==> config.mk <==
export PLATFORM = sky130hd
export DESIGN_NAME = led_row_packet_parser
export DESIGN_NICKNAME = d
export VERILOG_FILES = /design/src/rtl/core/lrpp_pkg.sv /design/src/rtl/core/led_row_packet_parser.sv
export SDC_FILE = /design/constraint.sdc
export NUM_CORES = 1
export LEC_CHECK = 0
export BUFFER_PORTS_ARGS = -buffer_cell sky130_fd_sc_hd__clkbuf_2
export CORE_ASPECT_RATIO = 1.4
export CORE_UTILIZATION = 35
export DETAILED_ROUTE_END_ITERATION = 7
export GPL_TIMING_DRIVEN = 0
export SYNTH_ARGS = -nofsm -noshare
export SYNTH_HDL_FRONTEND = slang
export SYNTH_SLANG_ARGS = --single-unit
==> constraint.sdc <==
create_clock -name clk_i -period 4.01 [get_ports clk_i]
set_input_delay 0.6015 -clock clk_i [delete_from_list [all_inputs] [get_ports clk_i]]
set_output_delay 0.6015 -clock clk_i [all_outputs]
set_load 0.02 [all_outputs]
==> src/rtl/core/lrpp_pkg.sv <==
// shared types and constants for the led row packet parser
package lrpp_pkg;

  // frame types taken from bytes 12 and 13
  localparam logic [15:0] TYPE_PIXELS = 16'h5500;
  localparam logic [15:0] TYPE_COMMIT = 16'h0107;

  // byte positions inside a frame
  localparam int unsigned POS_TYPE_HI = 12;
  localparam int unsigned POS_TYPE_LO = 13;
  localparam int unsigned POS_ROW     = 14;
  localparam int unsigned POS_COUNT   = 18;
  localparam int unsigned POS_BLUE0   = 21;

  localparam int unsigned CfgW    = 9;
  localparam int unsigned ColorW  = 8;
  localparam int unsigned IdxW    = 9;
  localparam logic [IdxW-1:0] IDX_SAT = 9'd256;

  localparam logic [CfgW-1:0] PANEL_ROWS_RESET    = 9'd64;
  localparam logic [CfgW-1:0] PANEL_COLUMNS_RESET = 9'd128;

  typedef enum logic {
    CFG_PANEL_ROWS    = 1'b0,
    CFG_PANEL_COLUMNS = 1'b1
  } cfg_reg_e;

  typedef enum logic {
    KIND_PIXEL_WRITE  = 1'b0,
    KIND_FRAME_COMMIT = 1'b1
  } out_kind_e;

  typedef enum logic [1:0] {
    PH_BLUE  = 2'd0,
    PH_GREEN = 2'd1,
    PH_RED   = 2'd2
  } color_phase_e;

endpackage

==> src/rtl/core/led_row_packet_parser.sv <==
// top level of the led row packet parser: byte stream in, pixel writes and commits out
//
// Takes one frame byte per cycle while the input is not stalled and gives at most
// one result per byte. An accepted byte is held in the input register and decoded
// against the frame state, and its result is then written into the result register,
// from which it is offered until it is taken.
// The input side stalls only while a byte that makes a result waits behind a
// result that is not yet taken. Pixel bytes are counted by a position counter
// that stops at MAX_FRAME_BYTES-1 and a blue/green/red phase counter with a pixel
// index, so no division is needed. The panel_rows and panel_columns registers are
// sampled at byte 18 of each frame and may be written whenever the block is idle.
module led_row_packet_parser
  import lrpp_pkg::*;
#(
  parameter int unsigned MAX_FRAME_BYTES = 2048
) (
  input  logic        clk_i,
  input  logic        rst_ni,
  // byte input
  input  logic        in_valid_i,
  output logic        in_stall_o,
  input  logic [7:0]  frame_byte_i,
  input  logic        frame_last_i,
  // result output
  output logic        out_valid_o,
  input  logic        out_stall_i,
  output logic        out_kind_o,
  output logic [7:0]  pixel_column_o,
  output logic [7:0]  pixel_row_o,
  output logic [7:0]  red_o,
  output logic [7:0]  green_o,
  output logic [7:0]  blue_o,
  // register writes
  input  logic        cfg_valid_i,
  output logic        cfg_ready_o,
  input  logic        cfg_index_i,
  input  logic [8:0]  cfg_data_i
);

  localparam int unsigned PosW = $clog2(MAX_FRAME_BYTES);
  localparam logic [PosW-1:0] PosMax = PosW'(MAX_FRAME_BYTES - 1);

  // configuration
  logic [CfgW-1:0] rows_q, cols_q;

  // input register
  logic              s1_valid_q;
  logic [7:0]        s1_byte_q;
  logic              s1_last_q;

  // frame state
  logic [PosW-1:0]   pos_q, pos_d;
  logic [15:0]       type_q, type_d;
  logic [7:0]        row_q, row_d;
  logic [CfgW-1:0]   limit_q, limit_d;
  logic [7:0]        blue_q, blue_d, green_q, green_d;
  color_phase_e      phase_q, phase_d;
  logic [IdxW-1:0]   idx_q, idx_d;

  // result register
  logic              out_valid_q;
  out_kind_e         kind_q, kind_d;
  logic [7:0]        col_q, col_d, orow_q, orow_d;
  logic [7:0]        red_q, red_d, ogreen_q, ogreen_d, oblue_q, oblue_d;

  logic out_ready, emit, emit_pixel, emit_commit, s1_adv;
  logic [15:0]     type_now;
  logic [CfgW-1:0] lim;

  assign cfg_ready_o = 1'b1;

  always_ff @(posedge clk_i or negedge rst_ni) begin
    if (!rst_ni) begin
      rows_q <= PANEL_ROWS_RESET;
      cols_q <= PANEL_COLUMNS_RESET;
    end else if (cfg_valid_i && cfg_ready_o) begin
      unique case (cfg_reg_e'(cfg_index_i))
        CFG_PANEL_ROWS:    rows_q <= cfg_data_i;
        CFG_PANEL_COLUMNS: cols_q <= cfg_data_i;
        default: ;
      endcase
    end
  end

  assign out_ready  = !out_valid_q || !out_stall_i;
  assign s1_adv     = s1_valid_q && (!emit || out_ready);
  assign in_stall_o = s1_valid_q && !s1_adv;

  always_ff @(posedge clk_i or negedge rst_ni) begin
    if (!rst_ni) begin
      s1_valid_q <= 1'b0;
    end else if (!in_stall_o) begin
      s1_valid_q <= in_valid_i;
    end
  end

  always_ff @(posedge clk_i) begin
    if (!in_stall_o) begin
      s1_byte_q <= frame_byte_i;
      s1_last_q <= frame_last_i;
    end
  end

  // decode of the held byte against the frame state
  always_comb begin
    pos_d    = pos_q;
    type_d   = type_q;
    row_d    = row_q;
    limit_d  = limit_q;
    blue_d   = blue_q;
    green_d  = green_q;
    phase_d  = phase_q;
    idx_d    = idx_q;
    emit_pixel = 1'b0;
    lim = ({1'b0, s1_byte_q} < cols_q) ? {1'b0, s1_byte_q} : cols_q;

    if (pos_q == PosW'(POS_TYPE_HI)) begin
      type_d = {s1_byte_q, 8'h00};
    end else if (pos_q == PosW'(POS_TYPE_LO)) begin
      type_d = {type_q[15:8], s1_byte_q};
    end else if (pos_q == PosW'(POS_ROW)) begin
      row_d = s1_byte_q;
    end else if (pos_q == PosW'(POS_COUNT)) begin
      limit_d = ({1'b0, row_q} < rows_q) ? lim : '0;
    end else if (pos_q >= PosW'(POS_BLUE0) && type_q == TYPE_PIXELS) begin
      case (phase_q)
        PH_BLUE:  blue_d  = s1_byte_q;
        PH_GREEN: green_d = s1_byte_q;
        default:  emit_pixel = (idx_q < limit_q);
      endcase
    end
    type_now = type_d;

    if (s1_last_q) begin
      pos_d   = '0;
      type_d  = '0;
      row_d   = '0;
      limit_d = '0;
      blue_d  = '0;
      green_d = '0;
      phase_d = PH_BLUE;
      idx_d   = '0;
    end else if (pos_q < PosMax) begin
      pos_d = pos_q + 1'b1;
      // phase and pixel index only move while the position does
      if (pos_q >= PosW'(POS_BLUE0)) begin
        case (phase_q)
          PH_BLUE:  phase_d = PH_GREEN;
          PH_GREEN: phase_d = PH_RED;
          default: begin
            phase_d = PH_BLUE;
            idx_d   = (idx_q == IDX_SAT) ? idx_q : idx_q + 1'b1;
          end
        endcase
      end
    end
  end

  assign emit_commit = s1_last_q && !emit_pixel && pos_q >= PosW'(POS_TYPE_LO)
                       && type_now == TYPE_COMMIT;
  assign emit = emit_pixel || emit_commit;

  always_comb begin
    kind_d   = KIND_PIXEL_WRITE;
    col_d    = idx_q[7:0];
    orow_d   = row_q;
    red_d    = s1_byte_q;
    ogreen_d = green_q;
    oblue_d  = blue_q;
    if (!emit_pixel) begin
      kind_d   = KIND_FRAME_COMMIT;
      col_d    = '0;
      orow_d   = '0;
      red_d    = '0;
      ogreen_d = '0;
      oblue_d  = '0;
    end
  end

  always_ff @(posedge clk_i or negedge rst_ni) begin
    if (!rst_ni) begin
      pos_q   <= '0;
      type_q  <= '0;
      row_q   <= '0;
      limit_q <= '0;
      blue_q  <= '0;
      green_q <= '0;
      phase_q <= PH_BLUE;
      idx_q   <= '0;
    end else if (s1_adv) begin
      pos_q   <= pos_d;
      type_q  <= type_d;
      row_q   <= row_d;
      limit_q <= limit_d;
      blue_q  <= blue_d;
      green_q <= green_d;
      phase_q <= phase_d;
      idx_q   <= idx_d;
    end
  end

  always_ff @(posedge clk_i or negedge rst_ni) begin
    if (!rst_ni) begin
      out_valid_q <= 1'b0;
    end else begin
      if (out_valid_q && !out_stall_i) begin
        out_valid_q <= 1'b0;
      end
      if (s1_adv && emit) begin
        out_valid_q <= 1'b1;
      end
    end
  end

  always_ff @(posedge clk_i) begin
    if (s1_adv && emit) begin
      kind_q   <= kind_d;
      col_q    <= col_d;
      orow_q   <= orow_d;
      red_q    <= red_d;
      ogreen_q <= ogreen_d;
      oblue_q  <= oblue_d;
    end
  end

  assign out_valid_o    = out_valid_q;
  assign out_kind_o     = kind_q;
  assign pixel_column_o = col_q;
  assign pixel_row_o    = orow_q;
  assign red_o          = red_q;
  assign green_o        = ogreen_q;
  assign blue_o         = oblue_q;

  a_pos_in_range: assert property (@(posedge clk_i) disable iff (!rst_ni)
    pos_q <= PosMax)
    else $error("byte position past saturation point");

  a_idx_in_range: assert property (@(posedge clk_i) disable iff (!rst_ni)
    idx_q <= IDX_SAT)
    else $error("pixel index past saturation");

  a_commit_fields_zero: assert property (@(posedge clk_i) disable iff (!rst_ni)
    out_valid_q && kind_q == KIND_FRAME_COMMIT |->
      col_q == '0 && orow_q == '0 && red_q == '0 && ogreen_q == '0 && oblue_q == '0)
    else $error("frame commit carries nonzero pixel fields");

  a_clear_after_last: assert property (@(posedge clk_i) disable iff (!rst_ni)
    s1_adv && s1_last_q |=> pos_q == '0 && type_q == '0 && limit_q == '0 && idx_q == '0)
    else $error("frame state not cleared after last beat");

  a_one_result_kind: assert property (@(posedge clk_i) disable iff (!rst_ni)
    !(emit_pixel && emit_commit))
    else $error("pixel write and commit from the same beat");

endmodule

* Word level (Yosys, flattened, before mapping) *
Index checks and enable logic that the tools add are counted.

word-level totals
  register bits after elaboration = 141
  latch bits = 0
  bits in writable memories = 0
  memory bits (read-only) = 0
  input bits = 24
  output and inout port bits = 44
  word-level logic and storage cells = 126
  memories kept = 0

cells by class
  add/sub/neg operators = 2
  $mul = 0
  divide/modulo/power cells = 0
  order comparisons = 6
  equal/unequal tests = 14
  shift operators = 0
  muxes and demuxes = 48
  bitwise operators = 1
  reductions and logical operators = 35

operators by type and width
  cell                     number
  $mux W8                  19
  $mux W9                  12
  $eq A11 B4 Y1 const B    3
  $mux W16                 2
  $mux W11                 2
  $lt A8 B9 Y1             2
  $eq A16 B15 Y1 const B   1
  $eq A16 B9 Y1 const B    1
  $reduce_bool A2 Y1       8
  $reduce_and A7 Y1        2
  $add A11 B1 Y11 const B  1
  $eq A11 B5 Y1 const B    1
  $ge A11 B4 Y1 const B    1
  $ge A11 B5 Y1 const B    1
  $lt A11 B11 Y1 const B   1
  $ne A2 B2 Y1 const B     5
  $reduce_and A5 Y1        2
  $add A9 B1 Y9 const B    1
  $eq A9 B9 Y1 const B     1
  $lt A9 B9 Y1             1
  $mux W1                  9
  $logic_and A1 B1 Y1      8
  $mux W2                  3
  $reduce_and A2 Y1        3
  10 further kinds         16

* Longest topological paths before layout *
  depth after elaboration = 18
  gate-level depth with buffers = 12
  mapped depth without buffers = 9

* Worst setup path before layout *
No wires, ideal clock.

  kind = register to register
  start point = register pos_q[5]
  end point = register oblue_q[0] (netlist: blue_o[0]), enable pin
  setup time = 0.445 ns
  arrival time = 3.984 ns
  required time = 3.565 ns
  path slack = -0.419 ns
  stages on the path, launching flop included = 8
  path buffers = 1
  clock period less this slack = 4.429 ns
  cells stage by stage = dfrtp_1 or4_1 buf_2 nor4_4 nor2_1 a221o_1 o32ai_1 nor2b_1

between the ends
  cells in the longest elaborated chain, start to end = 16
  elaborated cells between the ends (all ways) = 24
  classes of those cells = 2 x order compare; 5 x eq/ne; 7 x mux; 10 x reduce/logical

RTL lines
  what                               RTL line                      RTL
  from (decl)                        led_row_packet_parser.sv:52   logic [PosW-1:0] pos_q, pos_d;
  from (signal assigned)             led_row_packet_parser.sv:191  pos_q <= pos_d;
  $ge A11 B5 Y1                      led_row_packet_parser.sv:125  end else if (pos_q >= PosW'(POS_BLUE0) && type_q == TYPE_PIXELS) begin
  $logic_and A1 B1 Y1                led_row_packet_parser.sv:125
  $mux W1                            led_row_packet_parser.sv:125
  $mux W1                            led_row_packet_parser.sv:123  end else if (pos_q == PosW'(POS_COUNT)) begin
  $mux W1                            led_row_packet_parser.sv:121  end else if (pos_q == PosW'(POS_ROW)) begin
  $mux W1                            led_row_packet_parser.sv:119  end else if (pos_q == PosW'(POS_TYPE_LO)) begin
  $mux W1                            led_row_packet_parser.sv:117  if (pos_q == PosW'(POS_TYPE_HI)) begin
  $logic_not A1 Y1                   --
  $logic_and A1 B1 Y1 (2 in series)  led_row_packet_parser.sv:159  assign emit_commit = s1_last_q && !emit_pixel && pos_q >= PosW'(POS_TYPE_LO)
  $logic_and A1 B1 Y1                led_row_packet_parser.sv:160  && type_now == TYPE_COMMIT;
  $logic_or A1 B1 Y1 (*)             led_row_packet_parser.sv:161  assign emit = emit_pixel || emit_commit;
  $logic_not A1 Y1                   led_row_packet_parser.sv:86   assign s1_adv = s1_valid_q && (!emit || out_ready);
  $logic_or A1 B1 Y1                 led_row_packet_parser.sv:86
  $logic_and A1 B1 Y1                led_row_packet_parser.sv:86
  $logic_and A1 B1 Y1 (*)            led_row_packet_parser.sv:216  if (s1_adv && emit) begin
  to (signal assigned)               led_row_packet_parser.sv:222  oblue_q <= oblue_d;
  to (decl)                          led_row_packet_parser.sv:64   logic [7:0] red_q, red_d, ogreen_q, ogreen_d, oblue_q, oblue_d;

Mark *: on every way between the ends. The rest lies on a longest branch, timed or not.
A chain may end at the register's enable or synchronous reset.

* Worst setup path after layout *
  start point = register pos_q[5]
  end point = output port in_stall_o

between the ends
  cells in the longest elaborated chain, start to end = 17
  elaborated cells between the ends (all ways) = 25
  classes of those cells = 2 x order compare; 5 x eq/ne; 7 x mux; 11 x reduce/logical

RTL lines
  what                               RTL line                      RTL
  $ge A11 B5 Y1                      led_row_packet_parser.sv:125
  $logic_and A1 B1 Y1                led_row_packet_parser.sv:125
  $mux W1                            led_row_packet_parser.sv:125
  $mux W1                            led_row_packet_parser.sv:123
  $mux W1                            led_row_packet_parser.sv:121
  $mux W1                            led_row_packet_parser.sv:119
  $mux W1                            led_row_packet_parser.sv:117
  $logic_not A1 Y1                   --
  $logic_and A1 B1 Y1 (2 in series)  led_row_packet_parser.sv:159
  $logic_and A1 B1 Y1                led_row_packet_parser.sv:160
  $logic_or A1 B1 Y1 (*)             led_row_packet_parser.sv:161
  $logic_not A1 Y1 (*)               led_row_packet_parser.sv:86
  $logic_or A1 B1 Y1 (*)             led_row_packet_parser.sv:86
  $logic_and A1 B1 Y1 (*)            led_row_packet_parser.sv:86
  $logic_not A1 Y1 (*)               led_row_packet_parser.sv:87   assign in_stall_o = s1_valid_q && !s1_adv;
  $logic_and A1 B1 Y1 (*)            led_row_packet_parser.sv:87
  to (decl)                          led_row_packet_parser.sv:21   output logic in_stall_o,

Marked as above.

==> summary.txt <==
result of the run: finished, final reports clean
Residual DRC: 0
final antenna diode count: 0
detailed-routing iteration count for the pre-antenna-repair pass: 4
post-synth top area share: 32.0%
DR vias: 4920
Clock Latency Late Sink: 0.41 ns
post-layout worst setup margin: 0.268 ns
number of sinks on the clock net: 141
portion of the post-synthesis area used by sequential elements: 54.3%
Seq cells post-synth: 141
arrival time of data at the critical path endpoint: 3.14 ns
largest area contributor in the netlist: sky130_fd_sc_hd__dfrtp_1
achievable clock frequency: 0.267 GHz
overflow left after global routing: 0
initial antenna violation count: 0
required arrival time at the worst endpoint: 3.41 ns
share of power burned in combinational logic: 11.9%
wire length of the first global-routing pass: 26800 um
Longest Clk Path Bufs: 2
overall routing resource usage: 17.2%
Starting DRT DRC Count: 336
clock group share of total power: 41.0%
nets in the synthesized netlist: 652
Yosys warnings: 0
sequential fraction of design power: 47.1%
Final Routed Wirelength: 16500 um
number of setup violations in the final report: 0
average vias per placed instance: 5.18
max-capacitance violation count: 0
overall die area: 20500 um2
CP Class: reg -> out
fraction of final layout cells with drive strength greater than 1: 23.4%
ys async rst share: 64.5%
level count of the clock H-tree: 4
max-slew violations: 0
placer congestion estimate: 0.920
most used flip-flop cell after synthesis: sky130_fd_sc_hd__dfrtp_1
Starting Density: 36.0%
WP buf/inv: 3
Slowest-stage cell, CP: sky130_fd_sc_hd__or4_1
count of final hold-check violations: 0
residual antenna-violating net count after detailed routing: 0
vias in the first global route: 5084
Die Y-Extent: 169 um
setup repair after global routing missed its margin: false
type of the most critical hold path: in -> async
transition time at the pin with the least slew margin: 1.21 ns
accumulated negative setup slack: 0 ns
switching power as a share of total power: 26.7%
top-level I/O count: 68
Mean Syn Cell Area: 11.6 um2
leakage power: 3.44 nW
clock root cell: sky130_fd_sc_hd__clkbuf_16
cell type group with the largest total delay on the critical path: simple AND/OR/NAND/NOR gates
Area Overhead vs Synth: 18.3%
cts hold-fix bufs: 0
final worst-path cycle share: 93.3%
Worst Clk Skew: 0.00872 ns
Switching Power: 960 uW
clock tree from TritonCTS: yes
number of buffers created by CTS: 17
pre-CTS setup slack: 0.259 ns
total standard cell area after synthesis: 6970 um2
dominant cells by area after synthesis: sky130_fd_sc_hd__dfrtp_1, sky130_fd_sc_hd__edfxtp_1, sky130_fd_sc_hd__mux2_2, sky130_fd_sc_hd__ha_1, sky130_fd_sc_hd__and2_1
clock-pin slew reported for the worst setup and hold paths after clock tree synthesis: 0.06 ns
total core area: 19400 um2
number of core rows: 60
number of port buffers: 66
final standard cell utilization of the core: 42.6%
pin count of the biggest net entering global routing: 53
relative slew slack: 18.6%
Avg WL per Cell: 17.4 um
final worst hold slack: 0.234 ns
number of unique standard cell types used by synthesis: 65
gate count after technology mapping: 600
EDFF count, synth: 50
biggest fanout along the worst timing path: 6
internal power consumption: 2.63 mW
final net count: 740
min Tclk post-route: 3.74 ns
worst-path cell chain: or4_1 -> buf_2 -> nor4_4 -> nor2_1 -> a221o_1 -> o32ai_1 -> nand3_2 -> inv_1 -> clkbuf_2
largest voltage drop on the vdd net: 0.282 mV
detailed placer's ending HPWL: 12200 um
power density relative to cell area: 436 nW/um2
worst stage delay on the critical path: 0.58 ns
capturing element type of the critical path: primary output
kind of start point of the critical path: register
Chip Width: 121 um
[cell usage in the layout, fill, tap and decap left out, types with 10 or more instances in the layout]
cell type,n
sky130_fd_sc_hd__dfrtp_1,89
sky130_fd_sc_hd__clkbuf_2,65
sky130_fd_sc_hd__edfxtp_1,50
sky130_fd_sc_hd__and2_1,40
sky130_fd_sc_hd__mux2_2,36
sky130_fd_sc_hd__inv_1,34
sky130_fd_sc_hd__nand2_1,32
sky130_fd_sc_hd__o21ai_0,31
sky130_fd_sc_hd__nor2_1,28
sky130_fd_sc_hd__ha_1,28
sky130_fd_sc_hd__clkbuf_1,19
sky130_fd_sc_hd__clkbuf_16,17
sky130_fd_sc_hd__a22o_1,14
sky130_fd_sc_hd__nor2b_1,14
sky130_fd_sc_hd__nand2b_1,10
sky130_fd_sc_hd__mux2i_1,10
sky130_fd_sc_hd__a21oi_1,10
sky130_fd_sc_hd__and3_1,10
[stage by stage]
step                power (mW)  instances  instance area, um2
global route              3.75        949                8250
global placement          2.12        914                7610
detailed placement        2.15        917                7680
CTS                       3.63        950                8250
floorplan                 1.98        600                6970
finish                    3.59        949                8250
[cells by family (layout without fill, tap and decap cells)]
| family | after synthesis | count (layout) | share of synthesized area, % |
|---|---|---|---|
| compound gates | 115 | 115 | 12.2 |
| other cells | 1 | 1 | 0.0538 |
| fa+ha+maj | 28 | 28 | 5.03 |
| buf+inv | 60 | 161 | 3.68 |
| flops | 141 | 141 | 54.3 |
| simple gates | 209 | 209 | 17.5 |
| mux | 46 | 46 | 7.25 |
[cell usage after synthesis, types with 3 or more instances]
| cell type | instances |
|---|---|
| sky130_fd_sc_hd__a2111oi_0 | 3 |
| sky130_fd_sc_hd__a211o_1 | 5 |
| sky130_fd_sc_hd__a21o_1 | 5 |
| sky130_fd_sc_hd__a21oi_1 | 10 |
| sky130_fd_sc_hd__a221o_1 | 3 |
| sky130_fd_sc_hd__a22o_1 | 14 |
| sky130_fd_sc_hd__a31oi_1 | 3 |
| sky130_fd_sc_hd__and2_1 | 40 |
| sky130_fd_sc_hd__and3_1 | 10 |
| sky130_fd_sc_hd__buf_4 | 4 |
| sky130_fd_sc_hd__clkbuf_1 | 19 |
| sky130_fd_sc_hd__dfrtp_1 | 89 |
| sky130_fd_sc_hd__edfxtp_1 | 50 |
| sky130_fd_sc_hd__ha_1 | 28 |
| sky130_fd_sc_hd__inv_1 | 34 |
| sky130_fd_sc_hd__mux2_2 | 36 |
| sky130_fd_sc_hd__mux2i_1 | 10 |
| sky130_fd_sc_hd__nand2_1 | 32 |
| sky130_fd_sc_hd__nand2b_1 | 10 |
| sky130_fd_sc_hd__nand3_1 | 7 |
| sky130_fd_sc_hd__nand3b_1 | 9 |
| sky130_fd_sc_hd__nand4_1 | 5 |
| sky130_fd_sc_hd__nor2_1 | 28 |
| sky130_fd_sc_hd__nor2_2 | 3 |
| sky130_fd_sc_hd__nor2b_1 | 15 |
| sky130_fd_sc_hd__nor3_1 | 6 |
| sky130_fd_sc_hd__nor3b_1 | 4 |
| sky130_fd_sc_hd__nor4_1 | 9 |
| sky130_fd_sc_hd__nor4b_1 | 5 |
| sky130_fd_sc_hd__o211ai_1 | 9 |
| sky130_fd_sc_hd__o21ai_0 | 31 |
| sky130_fd_sc_hd__o2bb2ai_1 | 9 |
| sky130_fd_sc_hd__o31ai_1 | 4 |
| sky130_fd_sc_hd__or2_2 | 3 |
| sky130_fd_sc_hd__or3_1 | 7 |
| sky130_fd_sc_hd__or4_1 | 5 |
[area by class of cell]
class,count,area (um2)
Fill cell,1874,11100
Tap cell,248,310
Multi-Input combinational cell,399,2960
Inverter,34,128
Timing Repair Buffer,70,395
Sequential cell,141,3780
Clock inverter,14,121
Buffer,25,125
Clock buffer,18,429
[power groups by stage]
stage	sequential [mW]	combinational [mW]	clock, mW
2_1_floorplan	1.67	0.308	0
3_3_place_gp	1.71	0.402	0
3_5_place_dp	1.72	0.428	0
4_1_cts	1.69	0.432	1.50
5_1_grt	1.70	0.489	1.56
6_report	1.69	0.428	1.47
[flip-flops by register name, indices dropped and copies added (netlist names), 2 cells and up]
signal	flops
pixel_row_o	8
red_o	8
pos_q	11
pixel_column_o	8
green_o	8
blue_o	8
cols_q	9
row_q	8
phase_q	2
blue_q	8
idx_q	9
green_q	8
type_q	16
s1_byte_q	8
limit_q	9
rows_q	9
[final timing paths]
path	endpoint	startpoint	depth (start not counted)	slack, ns
worst max register to register	pos_q[9]$_DFFE_PN0P_	pos_q[5]$_DFFE_PN0P_	10	0.52
min in group clk_i	s1_byte_q[3]$_DFFE_PN_	frame_byte_i[3]	1	0.36
max in group asynchronous	blue_q[4]$_DFFE_PN0P_	rst_ni	2	3.09
worst min register to register	limit_q[8]$_DFFE_PN0P_	limit_q[8]$_DFFE_PN0P_	1	0.49
worst min-delay path	cols_q[6]$_DFFE_PN0P_	rst_ni	1	0.23
worst max-delay path	in_stall_o	pos_q[5]$_DFFE_PN0P_	9	0.27
[routing by layer]
layer | track usage (%) | wire, um | vias to the layer above
li1 | - | - | 2376
met1 | 19.9 | 6760 | 2401
met2 | 31.0 | 8800 | 115
met3 | 3.10 | 617 | 28
met4 | 6.76 | 370 | 0
met5 | 0 | 0 | -
[worst register-to-register path: cells and delay by family, from the launching register on]
kind	cells	cell delay [ns]
flops	1	0.44
simple gates	4	1.57
compound gates	3	0.74
buf+inv	3	0.65
[what timing repair did]
| action | 4_1_cts | 5_1_grt |
|---|---|---|
| gates resized for setup | 1 | 1 |
| setup buffers | 1 | 0 |
| setup endpoints to repair | 1 | 1 |
| pin swaps | 1 | 1 |
Note: power is estimated with default switching activity, not from simulation.
